**src/hdl/vrt_pkg.sv**
```systemverilog
`default_nettype none
package vrt_pkg;
	localparam int FRAC_BITS_DEF  = 16;
	localparam int COORD_BITS_DEF = 32;
	localparam int ORG_W  = 48;
	localparam int DIR_W  = 16;
	localparam int DIST_W = 48;
	localparam int MAXD_W = 32;
	localparam int OUT_W  = 32;
	localparam int NUM_JOBS = 6;
	localparam logic [DIST_W-1:0] DIST_SAT  = '1;
	localparam logic [MAXD_W-1:0] MAXD_RST  = 32'd524288;

	typedef enum logic [1:0] {
		KIND_QUERY = 2'd0,
		KIND_HIT   = 2'd1,
		KIND_MISS  = 2'd2,
		KIND_IDLE  = 2'd3
	} kind_t;

	typedef enum logic [0:0] {
		REQ_START  = 1'b0,
		REQ_ANSWER = 1'b1
	} req_t;

	typedef struct packed {
		logic       load_start;
		logic       div_start;
		logic       div_wr;
		logic       sel_axis;
		logic       advance;
		logic       load_out;
		kind_t      out_kind;
		logic [2:0] job;
	} cmd_t;

	typedef struct packed {
		logic div_done;
		logic beyond;
		logic out_free;
	} stat_t;
endpackage
`default_nettype wire

```
**src/hdl/vrt_ifs.sv**
```systemverilog
`default_nettype none
interface vrt_req_if;
	import vrt_pkg::*;
	logic                    valid;
	logic                    ready;
	logic                    req_type;
	logic signed [ORG_W-1:0] origin_x;
	logic signed [ORG_W-1:0] origin_y;
	logic signed [ORG_W-1:0] origin_z;
	logic signed [DIR_W-1:0] dir_x;
	logic signed [DIR_W-1:0] dir_y;
	logic signed [DIR_W-1:0] dir_z;
	logic                    occupied;
	modport source (output valid, req_type, origin_x, origin_y, origin_z, dir_x, dir_y, dir_z,
		occupied, input ready);
	modport sink (input valid, req_type, origin_x, origin_y, origin_z, dir_x, dir_y, dir_z,
		occupied, output ready);
endinterface

interface vrt_rsp_if;
	import vrt_pkg::*;
	logic                    valid;
	logic                    ready;
	kind_t                   kind;
	logic signed [OUT_W-1:0] cell_x;
	logic signed [OUT_W-1:0] cell_y;
	logic signed [OUT_W-1:0] cell_z;
	logic signed [OUT_W-1:0] prev_x;
	logic signed [OUT_W-1:0] prev_y;
	logic signed [OUT_W-1:0] prev_z;
	modport source (output valid, kind, cell_x, cell_y, cell_z, prev_x, prev_y, prev_z,
		input ready);
	modport sink (input valid, kind, cell_x, cell_y, cell_z, prev_x, prev_y, prev_z,
		output ready);
endinterface
`default_nettype wire

```
**src/hdl/vrt_div.sv**
```systemverilog
`default_nettype none
// restoring divider, one quotient bit per cycle
module vrt_div #(
	parameter int NW = 32,
	parameter int DW = 16
) (
	input  wire logic          clk,
	input  wire logic          arst_n,
	input  wire logic          start,
	input  wire logic [NW-1:0] num,
	input  wire logic [DW-1:0] den,
	output logic               done,
	output logic [NW-1:0]      quo
);
	localparam int CW = $clog2(NW + 1);

	logic [DW-1:0] rem_q;
	logic [NW-1:0] quo_q;
	logic [CW-1:0] cnt_q;
	logic          busy_q, done_q;
	logic [DW:0]   trial;
	logic          ge;

	assign trial = {rem_q, quo_q[NW-1]};
	assign ge    = trial >= {1'b0, den};

	always_ff @(posedge clk or negedge arst_n) begin
		if (!arst_n) begin
			busy_q <= 1'b0;
			done_q <= 1'b0;
			cnt_q  <= '0;
		end else begin
			done_q <= 1'b0;
			if (start) begin
				busy_q <= 1'b1;
				cnt_q  <= CW'(NW);
			end else if (busy_q) begin
				cnt_q <= cnt_q - 1'b1;
				if (cnt_q == CW'(1)) begin
					busy_q <= 1'b0;
					done_q <= 1'b1;
				end
			end
		end
	end

	always_ff @(posedge clk) begin
		if (start) begin
			rem_q <= '0;
			quo_q <= num;
		end else if (busy_q) begin
			rem_q <= ge ? DW'(trial - {1'b0, den}) : trial[DW-1:0];
			quo_q <= {quo_q[NW-2:0], ge};
		end
	end

	assign done = done_q;
	assign quo  = quo_q;
endmodule
`default_nettype wire

```
**src/hdl/vrt_dp.sv**
```systemverilog
`default_nettype none
module vrt_dp
	import vrt_pkg::*;
#(
	parameter int FRAC_BITS  = FRAC_BITS_DEF,
	parameter int COORD_BITS = COORD_BITS_DEF
) (
	input  wire logic                    clk,
	input  wire logic                    arst_n,
	input  wire logic                    cfg_we,
	input  wire logic [MAXD_W-1:0]       cfg_wdata,
	input  wire cmd_t                    cmd,
	output stat_t                        stat,
	input  wire logic signed [ORG_W-1:0] origin_x,
	input  wire logic signed [ORG_W-1:0] origin_y,
	input  wire logic signed [ORG_W-1:0] origin_z,
	input  wire logic signed [DIR_W-1:0] dir_x,
	input  wire logic signed [DIR_W-1:0] dir_y,
	input  wire logic signed [DIR_W-1:0] dir_z,
	vrt_rsp_if.source                    rsp
);
	localparam int NW = FRAC_BITS + 16;

	logic [MAXD_W-1:0]     maxd_q;
	logic [COORD_BITS-1:0] cur_q [3];
	logic [COORD_BITS-1:0] prv_q [3];
	logic [DIST_W-1:0]     nb_q [3];
	logic [DIST_W-1:0]     dl_q [3];
	logic [FRAC_BITS-1:0]  frac_q [3];
	logic [DIR_W-1:0]      mag_q [3];
	logic [2:0]            neg_q, zero_q;
	logic [1:0]            ax_q;
	logic                  out_valid_q;
	kind_t                 kind_q;
	logic [OUT_W-1:0]      oc_q [3];
	logic [OUT_W-1:0]      op_q [3];

	logic signed [ORG_W-1:0] org [3];
	logic signed [DIR_W-1:0] dir [3];
	logic [1:0]              ja, ax_c;
	logic [NW-1:0]           num;
	logic [NW-1:0]           quo;
	logic                    div_done;
	logic [DIST_W:0]         nsum;

	assign org[0] = origin_x;
	assign org[1] = origin_y;
	assign org[2] = origin_z;
	assign dir[0] = dir_x;
	assign dir[1] = dir_y;
	assign dir[2] = dir_z;

	// job: axis in upper bits, bit 0 selects delta (0) or first boundary (1)
	assign ja = cmd.job[2:1];
	always_comb begin
		if (!cmd.job[0])
			num = NW'(1) << (15 + FRAC_BITS);
		else if (neg_q[ja])
			num = NW'(frac_q[ja]) << 15;
		else
			num = NW'((FRAC_BITS+1)'(1) << FRAC_BITS) - NW'(frac_q[ja]) << 15;
	end

	vrt_div #(.NW(NW), .DW(DIR_W)) u_div (
		.clk    (clk),
		.arst_n (arst_n),
		.start  (cmd.div_start),
		.num    (num),
		.den    (mag_q[ja]),
		.done   (div_done),
		.quo    (quo)
	);

	always_comb begin
		ax_c = (nb_q[1] < nb_q[0]) ? 2'd1 : 2'd0;
		if (nb_q[2] < nb_q[ax_c])
			ax_c = 2'd2;
	end

	assign nsum = {1'b0, nb_q[ax_q]} + {1'b0, dl_q[ax_q]};

	assign stat.div_done = div_done;
	assign stat.beyond   = nb_q[ax_q] > DIST_W'(maxd_q);
	assign stat.out_free = !out_valid_q || rsp.ready;

	always_ff @(posedge clk or negedge arst_n) begin
		if (!arst_n) begin
			maxd_q      <= MAXD_RST;
			out_valid_q <= 1'b0;
		end else begin
			if (cfg_we)
				maxd_q <= cfg_wdata;
			if (cmd.load_out)
				out_valid_q <= 1'b1;
			else if (rsp.ready)
				out_valid_q <= 1'b0;
		end
	end

	always_ff @(posedge clk) begin
		logic signed [63:0] ce;
		if (cmd.load_start) begin
			for (int a = 0; a < 3; a++) begin
				ce        = 64'(signed'(org[a][ORG_W-1:FRAC_BITS]));
				cur_q[a]  <= ce[COORD_BITS-1:0];
				prv_q[a]  <= ce[COORD_BITS-1:0];
				frac_q[a] <= org[a][FRAC_BITS-1:0];
				neg_q[a]  <= dir[a][DIR_W-1];
				zero_q[a] <= dir[a] == '0;
				mag_q[a]  <= dir[a][DIR_W-1] ? DIR_W'(-dir[a]) : dir[a];
			end
		end
		if (cmd.div_wr) begin
			if (cmd.job[0])
				nb_q[ja] <= zero_q[ja] ? DIST_SAT : DIST_W'(quo);
			else
				dl_q[ja] <= zero_q[ja] ? DIST_SAT : DIST_W'(quo);
		end
		if (cmd.sel_axis)
			ax_q <= ax_c;
		if (cmd.advance) begin
			for (int a = 0; a < 3; a++)
				prv_q[a] <= cur_q[a];
			if (!zero_q[ax_q])
				cur_q[ax_q] <= neg_q[ax_q] ? cur_q[ax_q] - 1'b1 : cur_q[ax_q] + 1'b1;
			nb_q[ax_q] <= nsum[DIST_W] ? DIST_SAT : nsum[DIST_W-1:0];
		end
		if (cmd.load_out) begin
			kind_q <= cmd.out_kind;
			for (int a = 0; a < 3; a++) begin
				if (cmd.out_kind == KIND_QUERY || cmd.out_kind == KIND_HIT) begin
					ce       = 64'(signed'(cur_q[a]));
					oc_q[a]  <= ce[OUT_W-1:0];
					ce       = 64'(signed'(prv_q[a]));
					op_q[a]  <= ce[OUT_W-1:0];
				end else begin
					oc_q[a] <= '0;
					op_q[a] <= '0;
				end
			end
		end
	end

	assign rsp.valid  = out_valid_q;
	assign rsp.kind   = kind_q;
	assign rsp.cell_x = oc_q[0];
	assign rsp.cell_y = oc_q[1];
	assign rsp.cell_z = oc_q[2];
	assign rsp.prev_x = op_q[0];
	assign rsp.prev_y = op_q[1];
	assign rsp.prev_z = op_q[2];
endmodule
`default_nettype wire

```
**src/hdl/vrt_ctrl.sv**
```systemverilog
`default_nettype none
module vrt_ctrl
	import vrt_pkg::*;
(
	input  wire logic  clk,
	input  wire logic  arst_n,
	input  wire logic  req_valid,
	input  wire logic  req_type,
	input  wire logic  occupied,
	output logic       req_ready,
	output cmd_t       cmd,
	input  wire stat_t stat
);
	typedef enum logic [5:0] {
		ST_IDLE     = 6'b000001,
		ST_DIV_GO   = 6'b000010,
		ST_DIV_WAIT = 6'b000100,
		ST_SEL      = 6'b001000,
		ST_ADV      = 6'b010000,
		ST_EMIT     = 6'b100000
	} state_t;

	state_t     state_q, state_d;
	logic [2:0] job_q, job_d;
	logic       active_q, active_d;
	kind_t      kind_q, kind_d;

	assign req_ready = state_q == ST_IDLE;

	always_comb begin
		state_d  = state_q;
		job_d    = job_q;
		active_d = active_q;
		kind_d   = kind_q;
		cmd      = '0;
		cmd.job      = job_q;
		cmd.out_kind = kind_q;
		unique case (state_q)
			ST_IDLE: begin
				if (req_valid) begin
					if (req_type == REQ_START) begin
						cmd.load_start = 1'b1;
						job_d   = '0;
						state_d = ST_DIV_GO;
					end else if (!active_q) begin
						kind_d  = KIND_IDLE;
						state_d = ST_EMIT;
					end else if (occupied) begin
						active_d = 1'b0;
						kind_d   = KIND_HIT;
						state_d  = ST_EMIT;
					end else begin
						state_d = ST_SEL;
					end
				end
			end
			ST_DIV_GO: begin
				cmd.div_start = 1'b1;
				state_d = ST_DIV_WAIT;
			end
			ST_DIV_WAIT: begin
				if (stat.div_done) begin
					cmd.div_wr = 1'b1;
					if (job_q == 3'(NUM_JOBS - 1)) begin
						active_d = 1'b1;
						state_d  = ST_SEL;
					end else begin
						job_d   = job_q + 1'b1;
						state_d = ST_DIV_GO;
					end
				end
			end
			ST_SEL: begin
				cmd.sel_axis = 1'b1;
				state_d = ST_ADV;
			end
			ST_ADV: begin
				if (stat.beyond) begin
					active_d = 1'b0;
					kind_d   = KIND_MISS;
				end else begin
					cmd.advance = 1'b1;
					kind_d      = KIND_QUERY;
				end
				state_d = ST_EMIT;
			end
			ST_EMIT: begin
				if (stat.out_free) begin
					cmd.load_out = 1'b1;
					state_d = ST_IDLE;
				end
			end
			default: state_d = ST_IDLE;
		endcase
	end

	always_ff @(posedge clk or negedge arst_n) begin
		if (!arst_n) begin
			state_q  <= ST_IDLE;
			job_q    <= '0;
			active_q <= 1'b0;
			kind_q   <= KIND_IDLE;
		end else begin
			state_q  <= state_d;
			job_q    <= job_d;
			active_q <= active_d;
			kind_q   <= kind_d;
		end
	end
endmodule
`default_nettype wire

```
**src/hdl/voxel_ray_traversal.sv**
```systemverilog
`default_nettype none
// 3D DDA voxel walker. A start word sets up the ray with six serial divisions on one shared
// restoring divider before its first query. An answer word that continues the walk goes
// through decode, axis select, advance and output load; a hit or idle answer skips to
// output load. The walk itself is paced by the external occupancy round trip. The result
// register lets a new word be accepted while the last result is still waiting to be taken.
module voxel_ray_traversal
	import vrt_pkg::*;
#(
	parameter int FRAC_BITS  = FRAC_BITS_DEF,
	parameter int COORD_BITS = COORD_BITS_DEF
) (
	input  wire logic              clk,
	input  wire logic              arst_n,
	input  wire logic              cfg_we,
	input  wire logic [MAXD_W-1:0] cfg_wdata,
	vrt_req_if.sink                req,
	vrt_rsp_if.source              rsp
);
	cmd_t  cmd;
	stat_t stat;

	vrt_ctrl u_ctrl (
		.clk       (clk),
		.arst_n    (arst_n),
		.req_valid (req.valid),
		.req_type  (req.req_type),
		.occupied  (req.occupied),
		.req_ready (req.ready),
		.cmd       (cmd),
		.stat      (stat)
	);

	vrt_dp #(.FRAC_BITS(FRAC_BITS), .COORD_BITS(COORD_BITS)) u_dp (
		.clk       (clk),
		.arst_n    (arst_n),
		.cfg_we    (cfg_we),
		.cfg_wdata (cfg_wdata),
		.cmd       (cmd),
		.stat      (stat),
		.origin_x  (req.origin_x),
		.origin_y  (req.origin_y),
		.origin_z  (req.origin_z),
		.dir_x     (req.dir_x),
		.dir_y     (req.dir_y),
		.dir_z     (req.dir_z),
		.rsp       (rsp)
	);

	a_load_free: assert property (@(posedge clk) disable iff (!arst_n)
		cmd.load_out |-> stat.out_free) else $error("result loaded over a pending word");
	a_wr_done: assert property (@(posedge clk) disable iff (!arst_n)
		cmd.div_wr |-> stat.div_done) else $error("quotient written before divide done");
	a_miss_zero: assert property (@(posedge clk) disable iff (!arst_n)
		rsp.valid && (rsp.kind == KIND_MISS || rsp.kind == KIND_IDLE) |->
		rsp.cell_x == '0 && rsp.prev_z == '0) else $error("nonzero coords on miss");
	a_no_accept_busy: assert property (@(posedge clk) disable iff (!arst_n)
		cmd.div_start |=> !req.ready) else $error("input taken during setup");
endmodule
`default_nettype wire
```
**src/flat_wrapper.sv**
```systemverilog
// flat-port wrapper written by rule: the top's interface ports become plain ports
module voxel_ray_traversal_flat import vrt_pkg::*;
#(
	parameter int FRAC_BITS  = FRAC_BITS_DEF,
	parameter int COORD_BITS = COORD_BITS_DEF
)
  (clk, arst_n, cfg_we, cfg_wdata, req_valid, req_req_type, req_origin_x, req_origin_y, req_origin_z, req_dir_x, req_dir_y, req_dir_z, req_occupied, req_ready, rsp_valid, rsp_kind, rsp_cell_x, rsp_cell_y, rsp_cell_z, rsp_prev_x, rsp_prev_y, rsp_prev_z, rsp_ready);
  vrt_req_if req_i ();
  vrt_rsp_if rsp_i ();
  input  wire logic clk;
  input  wire logic arst_n;
  input  wire logic cfg_we;
  input  wire logic [MAXD_W-1:0] cfg_wdata;
  input wire logic [$bits(req_i.valid)-1:0] req_valid;
  input wire logic [$bits(req_i.req_type)-1:0] req_req_type;
  input wire logic [$bits(req_i.origin_x)-1:0] req_origin_x;
  input wire logic [$bits(req_i.origin_y)-1:0] req_origin_y;
  input wire logic [$bits(req_i.origin_z)-1:0] req_origin_z;
  input wire logic [$bits(req_i.dir_x)-1:0] req_dir_x;
  input wire logic [$bits(req_i.dir_y)-1:0] req_dir_y;
  input wire logic [$bits(req_i.dir_z)-1:0] req_dir_z;
  input wire logic [$bits(req_i.occupied)-1:0] req_occupied;
  output wire logic [$bits(req_i.ready)-1:0] req_ready;
  output wire logic [$bits(rsp_i.valid)-1:0] rsp_valid;
  output wire logic [$bits(rsp_i.kind)-1:0] rsp_kind;
  output wire logic [$bits(rsp_i.cell_x)-1:0] rsp_cell_x;
  output wire logic [$bits(rsp_i.cell_y)-1:0] rsp_cell_y;
  output wire logic [$bits(rsp_i.cell_z)-1:0] rsp_cell_z;
  output wire logic [$bits(rsp_i.prev_x)-1:0] rsp_prev_x;
  output wire logic [$bits(rsp_i.prev_y)-1:0] rsp_prev_y;
  output wire logic [$bits(rsp_i.prev_z)-1:0] rsp_prev_z;
  input wire logic [$bits(rsp_i.ready)-1:0] rsp_ready;
  assign req_i.valid = req_valid;
  assign req_i.req_type = req_req_type;
  assign req_i.origin_x = req_origin_x;
  assign req_i.origin_y = req_origin_y;
  assign req_i.origin_z = req_origin_z;
  assign req_i.dir_x = req_dir_x;
  assign req_i.dir_y = req_dir_y;
  assign req_i.dir_z = req_dir_z;
  assign req_i.occupied = req_occupied;
  assign req_ready = req_i.ready;
  assign rsp_valid = rsp_i.valid;
  assign rsp_kind = rsp_i.kind;
  assign rsp_cell_x = rsp_i.cell_x;
  assign rsp_cell_y = rsp_i.cell_y;
  assign rsp_cell_z = rsp_i.cell_z;
  assign rsp_prev_x = rsp_i.prev_x;
  assign rsp_prev_y = rsp_i.prev_y;
  assign rsp_prev_z = rsp_i.prev_z;
  assign rsp_i.ready = rsp_ready;
  voxel_ray_traversal #(.FRAC_BITS(FRAC_BITS), .COORD_BITS(COORD_BITS)) u_core (.clk(clk), .arst_n(arst_n), .cfg_we(cfg_we), .cfg_wdata(cfg_wdata), .req(req_i), .rsp(rsp_i));
endmodule
```
**config.mk**
```make
export PLATFORM = sky130hd
export DESIGN_NAME = voxel_ray_traversal_flat
export DESIGN_NICKNAME = d
export VERILOG_FILES = /design/src/hdl/vrt_pkg.sv /design/src/hdl/vrt_ifs.sv /design/src/hdl/vrt_div.sv /design/src/hdl/vrt_dp.sv /design/src/hdl/vrt_ctrl.sv /design/src/hdl/voxel_ray_traversal.sv /design/src/flat_wrapper.sv
export SDC_FILE = /design/constraint.sdc
export NUM_CORES = 2
export LEC_CHECK = 0
export BUFFER_PORTS_ARGS = -buffer_cell sky130_fd_sc_hd__buf_2
export CAP_MARGIN = 5
export CORE_MARGIN = 3
export CORE_UTILIZATION = 65
export CTS_CLUSTER_DIAMETER = 60
export DETAILED_ROUTE_END_ITERATION = 12
export PLACE_DENSITY = 0.91
export SYNTH_ARGS = -nofsm -noshare
export SYNTH_HDL_FRONTEND = slang
export SYNTH_SLANG_ARGS = --single-unit
```
**constraint.sdc**
```tcl
create_clock -name clk -period 13 [get_ports clk]
set_input_delay 2.6 -clock clk [delete_from_list [all_inputs] [get_ports clk]]
set_output_delay 2.6 -clock clk [all_outputs]
set_load 0.01 [all_outputs]
```
-- Word-level counts from Yosys, hierarchy flattened
Memory sizes are Yosys's and may differ from the RTL's. A register that Yosys moved wholly into a read port is not among the register bits.
Cells that the tools add are included.
- bits in registers: 111
- memory bits (writable): 768
- input bits: 231
- output and inout bits: 196
- logic and storage cells: 192
- memories kept: 8
- memory list (name ; depth ; bits a word ; rd ports ; clocked after Yosys merged registers in ; wr ports ; line ; source):
    u_core.u_dp.dl_q ; 3 ; 48 ; 1 ; 1 ; 1 ; vrt_dp.sv:28 ; logic [DIST_W-1:0] dl_q [3];
    u_core.u_dp.nb_q ; 3 ; 48 ; 5 ; 1 ; 1 ; vrt_dp.sv:27 ; logic [DIST_W-1:0] nb_q [3];
    u_core.u_dp.cur_q ; 3 ; 32 ; 4 ; 1 ; 3 ; vrt_dp.sv:25 ; logic [COORD_BITS-1:0] cur_q [3];
    u_core.u_dp.oc_q ; 3 ; 32 ; 3 ; 0 ; 3 ; vrt_dp.sv:35 ; logic [OUT_W-1:0] oc_q [3];
    u_core.u_dp.op_q ; 3 ; 32 ; 3 ; 0 ; 3 ; vrt_dp.sv:36 ; logic [OUT_W-1:0] op_q [3];
    u_core.u_dp.prv_q ; 3 ; 32 ; 3 ; 0 ; 3 ; vrt_dp.sv:26 ; logic [COORD_BITS-1:0] prv_q [3];
    2 more memories ; - ; - ; - ; - ; - ; - ;
- add/subtract/negate cells: 10
- magnitude comparators: 6
- equal/unequal tests: 18
- multiplexer cells: 108
- bitwise gates (word level): 9
- reductions and logical operators: 18
- operators with widths (kind ; number):
    two-way mux 32 bit ; 15
    two-way mux 48 bit ; 3
    less-than comparator 48 bit ; 2
    two-way mux 16 bit ; 4
    two-way mux 1 bit ; 52
    adder 48 x 48 -> 49 bit ; 1
    greater-than comparator 48 x 32 -> 1 bit ; 1
    zero test 16 bit ; 3
    two-way mux 6 bit ; 8
    negation 16 bit ; 3
    OR reduction 48 bit ; 1
    case mux 6 bit (6 select lines) ; 1
    adder 32 x 1 -> 32 bit, second input constant ; 1
    OR reduction 32 bit ; 1
    subtractor 32 x 1 -> 32 bit, second input constant ; 1
    two-way mux 2 bit ; 13
    >= comparator 17 x 16 -> 1 bit ; 1
    subtractor 17 x 16 -> 17 bit, first input constant ; 1
    subtractor 16 bit ; 1
    == test 6 x 1 -> 1 bit, second input constant ; 2
    two-way mux 3 bit ; 4
    inequality test 2 bit, second input constant ; 6
    OR 1 bit ; 9
    binary-select mux 1 bit (select 2 bit) ; 4
    other kinds (25) ; 31

-- Longest topological paths before layout
- depth in word-level cells: 7
- depth in mapped cells: 24
- depth with buffers taken out: 22

-- By module
Synthesis repeated with hierarchy kept, for this count alone.
- cell total of the unflattened synthesis: 4145
- area, all modules: 48303.8 um^2
- by module, submodules not included (module ; times used ; cells an instance ; area an instance (um^2)):
    vrt_dp ; 1 ; 3764 ; 44285.0
    vrt_div ; 1 ; 303 ; 3279.4
    vrt_ctrl ; 1 ; 78 ; 739.5

-- Least setup slack after synthesis
OpenSTA, ideal clock, no wires.
- kind: register to register
- from: register with a tool-made name
- to: memory u_core.u_dp.nb_q[0][0] (enable)
- data arrival time: 7243 ps
- path slack: 5231 ps
- stages on the path, launching flop included: 15
- buffers on the path: 4
- clock period less this slack: 7769 ps
- cells stage by stage: dfxtp_1 clkbuf_1 buf_1 clkbuf_1 clkbuf_1 mux4_2 ha_1 a2111oi_0 o21ai_0 a221oi_1 o21a_1 o2111ai_1 o21ai_0 nand2_1 o31ai_1
- RTL lines (item ; line):
    to (decl) ; vrt_dp.sv:27

==> metrics.txt <==
status finished clean; number of warnings issued by yosys 0; die area 73,500 um2; Most used DFF post-synth edfxtp_1; number of buffer cells added on primary ports around 430; via total after detailed routing between 30,000 and 40,000; GR Overflow Total 0; Min-Delay Path Depth 2; Setup crit start kind flip-flop; drt pass-1 iters 9; Crit path arrival time around 8 ns; number of synthesized flops with an enable pin slightly below 800; via count of the first global-routing pass 32,200; Design Area, Final 51,700 um2; register area share after synthesis between 50% and 60%; average vias per placed instance approximately 6.3; headroom to the max-slew limit 19.4%; share of cells above drive strength 1 between 10% and 20%; worst-path fanout max 54; average cell area after synthesis ~12 um2; Clock Latency Late Sink between 0.6 and 0.7 ns; final hold slack approximately 0.45 ns; post-synthesis net count between 4,000 and 5,000; synth top area cells edfxtp_1 (51%), ha_1 (6.2%), nand2_1 (5.4%); top-level I/O count roughly 430; CP Class reg2reg; Yosys cell types 73; number of failing setup endpoints in the final timing report 0; number of register bits inferred by synthesis roughly 900; Worst-Margin Slew approximately 1.2 ns; leakage component of the power 20.7 nW; area share of the largest cell type after synthesis about half; largest area contributor in the netlist edfxtp_1; First DRT Iteration DRCs 4,293; Crit. End Element flip-flop; TritonCTS clock tree done; level count of the clock H-tree 3; antenna violations before repair 6; post-CTS clock slew at the launch and capture registers of the worst setup and hold paths about 0.07 ns; Reg2Reg Depth 13; cell chosen for the clock root clkbuf_16; deepest clock path buffer count 3; total power divided by cell area roughly 170 nW/um2; total power consumption of the routed design just under 9 mW; drt total wl 121,000 um; HPWL after detailed placement between 80,000 and 90,000 um; synthesized area 45,700 um2; final-report max-slew violation count 0; Antenna Nets Post-Route 0; cell area after placement between 40,000 and 50,000 um2; number of hold violations in the final report 0; cts-stage hold buffer count 0; Non-Filler Instances roughly 5,300; synthesized instance count roughly 3,900; most common library cells after synthesis edfxtp_1 (781), nand2_1 (663), o21ai_0 (327); CTS sink cnt approximately 920; pre-CTS setup slack roughly 5.3 ns; largest net degree at the start of global routing roughly 130; Total Nets Final ~4,800; highest achievable clock rate approximately 130 MHz; portion of the clock cycle consumed by the worst path in the final layout 59.1%; aggregate negative setup slack 0 ns; wire length per cell around 23 um; clock buffer count from CTS 93; PostCTS Resize Cnt 0; Cells after DPL about 5,000; maximum vdd ir drop 0.130 mV; synthesis-to-layout area growth 13.2%; worst min-delay path class reg2reg; number of rows in the core area 96; global placement routability congestion approximately 1; RSZ-0062 raised after global routing false; cell with the most instances after synthesis edfxtp_1; post-synthesis async set-or-reset flop share under 10%; Max Cap Violations 0; all-layer global routing usage between 30% and 40%; wire length of the first global-routing pass roughly 180,000 um; data required time at the worst endpoint between 10 and 15 ns; Die Y 271 um; area of the core between 60,000 and 70,000 um2; final core utilization roughly 75%; clock tree skew after final layout roughly 0.042 ns; Post-route DRC 0; initial standard-cell utilization of the core about 66%; post-CTS setup-driven buffer insertion count 0; die extent in x about 270 um; post-route minimum period 7.68 ns; post-route worst setup slack 5.32 ns
[sequential cells by signal, indices dropped and copies added, names as in the netlist, 3 cells and up, named ones only]
register / count
u_core.u_dp.nb_q: 192
u_core.u_dp.cur_q: 128
u_core.u_dp.dl_q: 99
u_core.u_dp.oc_q: 96
u_core.u_dp.op_q: 96
u_core.u_dp.prv_q: 96
u_core.u_dp.frac_q: 48
u_core.u_dp.mag_q: 48
u_core.u_dp.maxd_q: 32
u_core.u_dp.u_div.quo: 32
u_core.u_dp.u_div.rem_q: 16
u_core.u_ctrl.state_q: 6
u_core.u_dp.u_div.cnt_q: 6
u_core.u_ctrl.job_q: 3
u_core.u_dp.neg_q: 3
u_core.u_dp.zero_q: 3
[routing by layer]
metal / part of all wire, % / global-route usage, % / vias up / wire, um
met1: 37 / 42.3 / 16000 / 44300
met3: 11 / 6.69 / 388 / 13600
met5: 0.035 / 0 / - / 42
met4: 4.8 / 13.4 / 6 / 5760
li1: - / - / 15000 / -
met2: 47 / 53.1 / 2206 / 57400
[final cells by class]
class	instances	area, um2
multi-input cells	2668	18100
repair buffers	458	2370
flip-flops and latches	916	26400
diodes	4	10.0
well taps	931	1160
clock inverters	45	429
inverters	161	612
fillers	4087	17400
clock buffers	128	2580
[logic make-up after synthesis]
kind of cell / share of synthesized area, %
simple gates: 13.2
flops: 57.9
compound gates: 9.97
buf+inv: 2.84
fa+ha+maj: 6.38
mux: 6.95
xor+xnor: 2.78
[worst max-delay path, cell delays in order (launching register included)]
cell and delay [ns]:
dfxtp_4 0.90, buf_4 0.55, buf_4 0.51, mux4_2 0.61, ha_1 0.31, a2111oi_0 0.35, o21ai_0 0.18, a221oi_1 0.65
o21a_1 0.23, o2111ai_1 0.13, o21ai_0 0.26, nand2_1 0.49, or4_2 1.19, nand2_2 0.89
[where the power goes]
part	switching, mW	internal (mW)
clock	1.15	1.47
combinational	1.28	0.775
sequential	0.307	3.84
[cell usage in the layout, fill, tap and decap left out, types with 24 or more instances in the layout]
cell,count
nand2_1,658
a21o_1,59
buf_2,426
buf_4,32
mux4_2,80
a21oi_1,218
or2_2,40
nand4_1,36
ha_1,228
and2_1,147
inv_1,159
edfxtp_1,781
dfxtp_1,80
clkbuf_16,94
xnor2_1,92
dfrtp_1,47
nor3_1,32
clkbuf_1,24
mux2i_1,127
xor2_1,53
nor2_1,160
nand2b_1,87
o21ai_0,325
[final timing paths]
path	from	endpoint	slack [ns]
setup / recovery	flip-flop	u_core.u_dp.cur_q[0][31]$_DFFE_PP_	5.32
hold / removal	u_core.u_dp.oc_q[2][21]$_SDFFE_PP0P_	u_core.u_dp.oc_q[2][21]$_SDFFE_PP0P_	0.45
setup reg to reg	flip-flop	u_core.u_dp.cur_q[0][31]$_DFFE_PP_	5.32
hold reg to reg	u_core.u_dp.oc_q[2][21]$_SDFFE_PP0P_	u_core.u_dp.oc_q[2][21]$_SDFFE_PP0P_	0.45
max in group asynchronous	arst_n	u_core.u_ctrl.job_q[2]$_DFFE_PN0P_	10.29
min in group asynchronous	arst_n	u_core.u_dp.maxd_q[12]$_DFFE_PN0P_	2.08
Note: power is estimated with default switching activity, not from simulation.
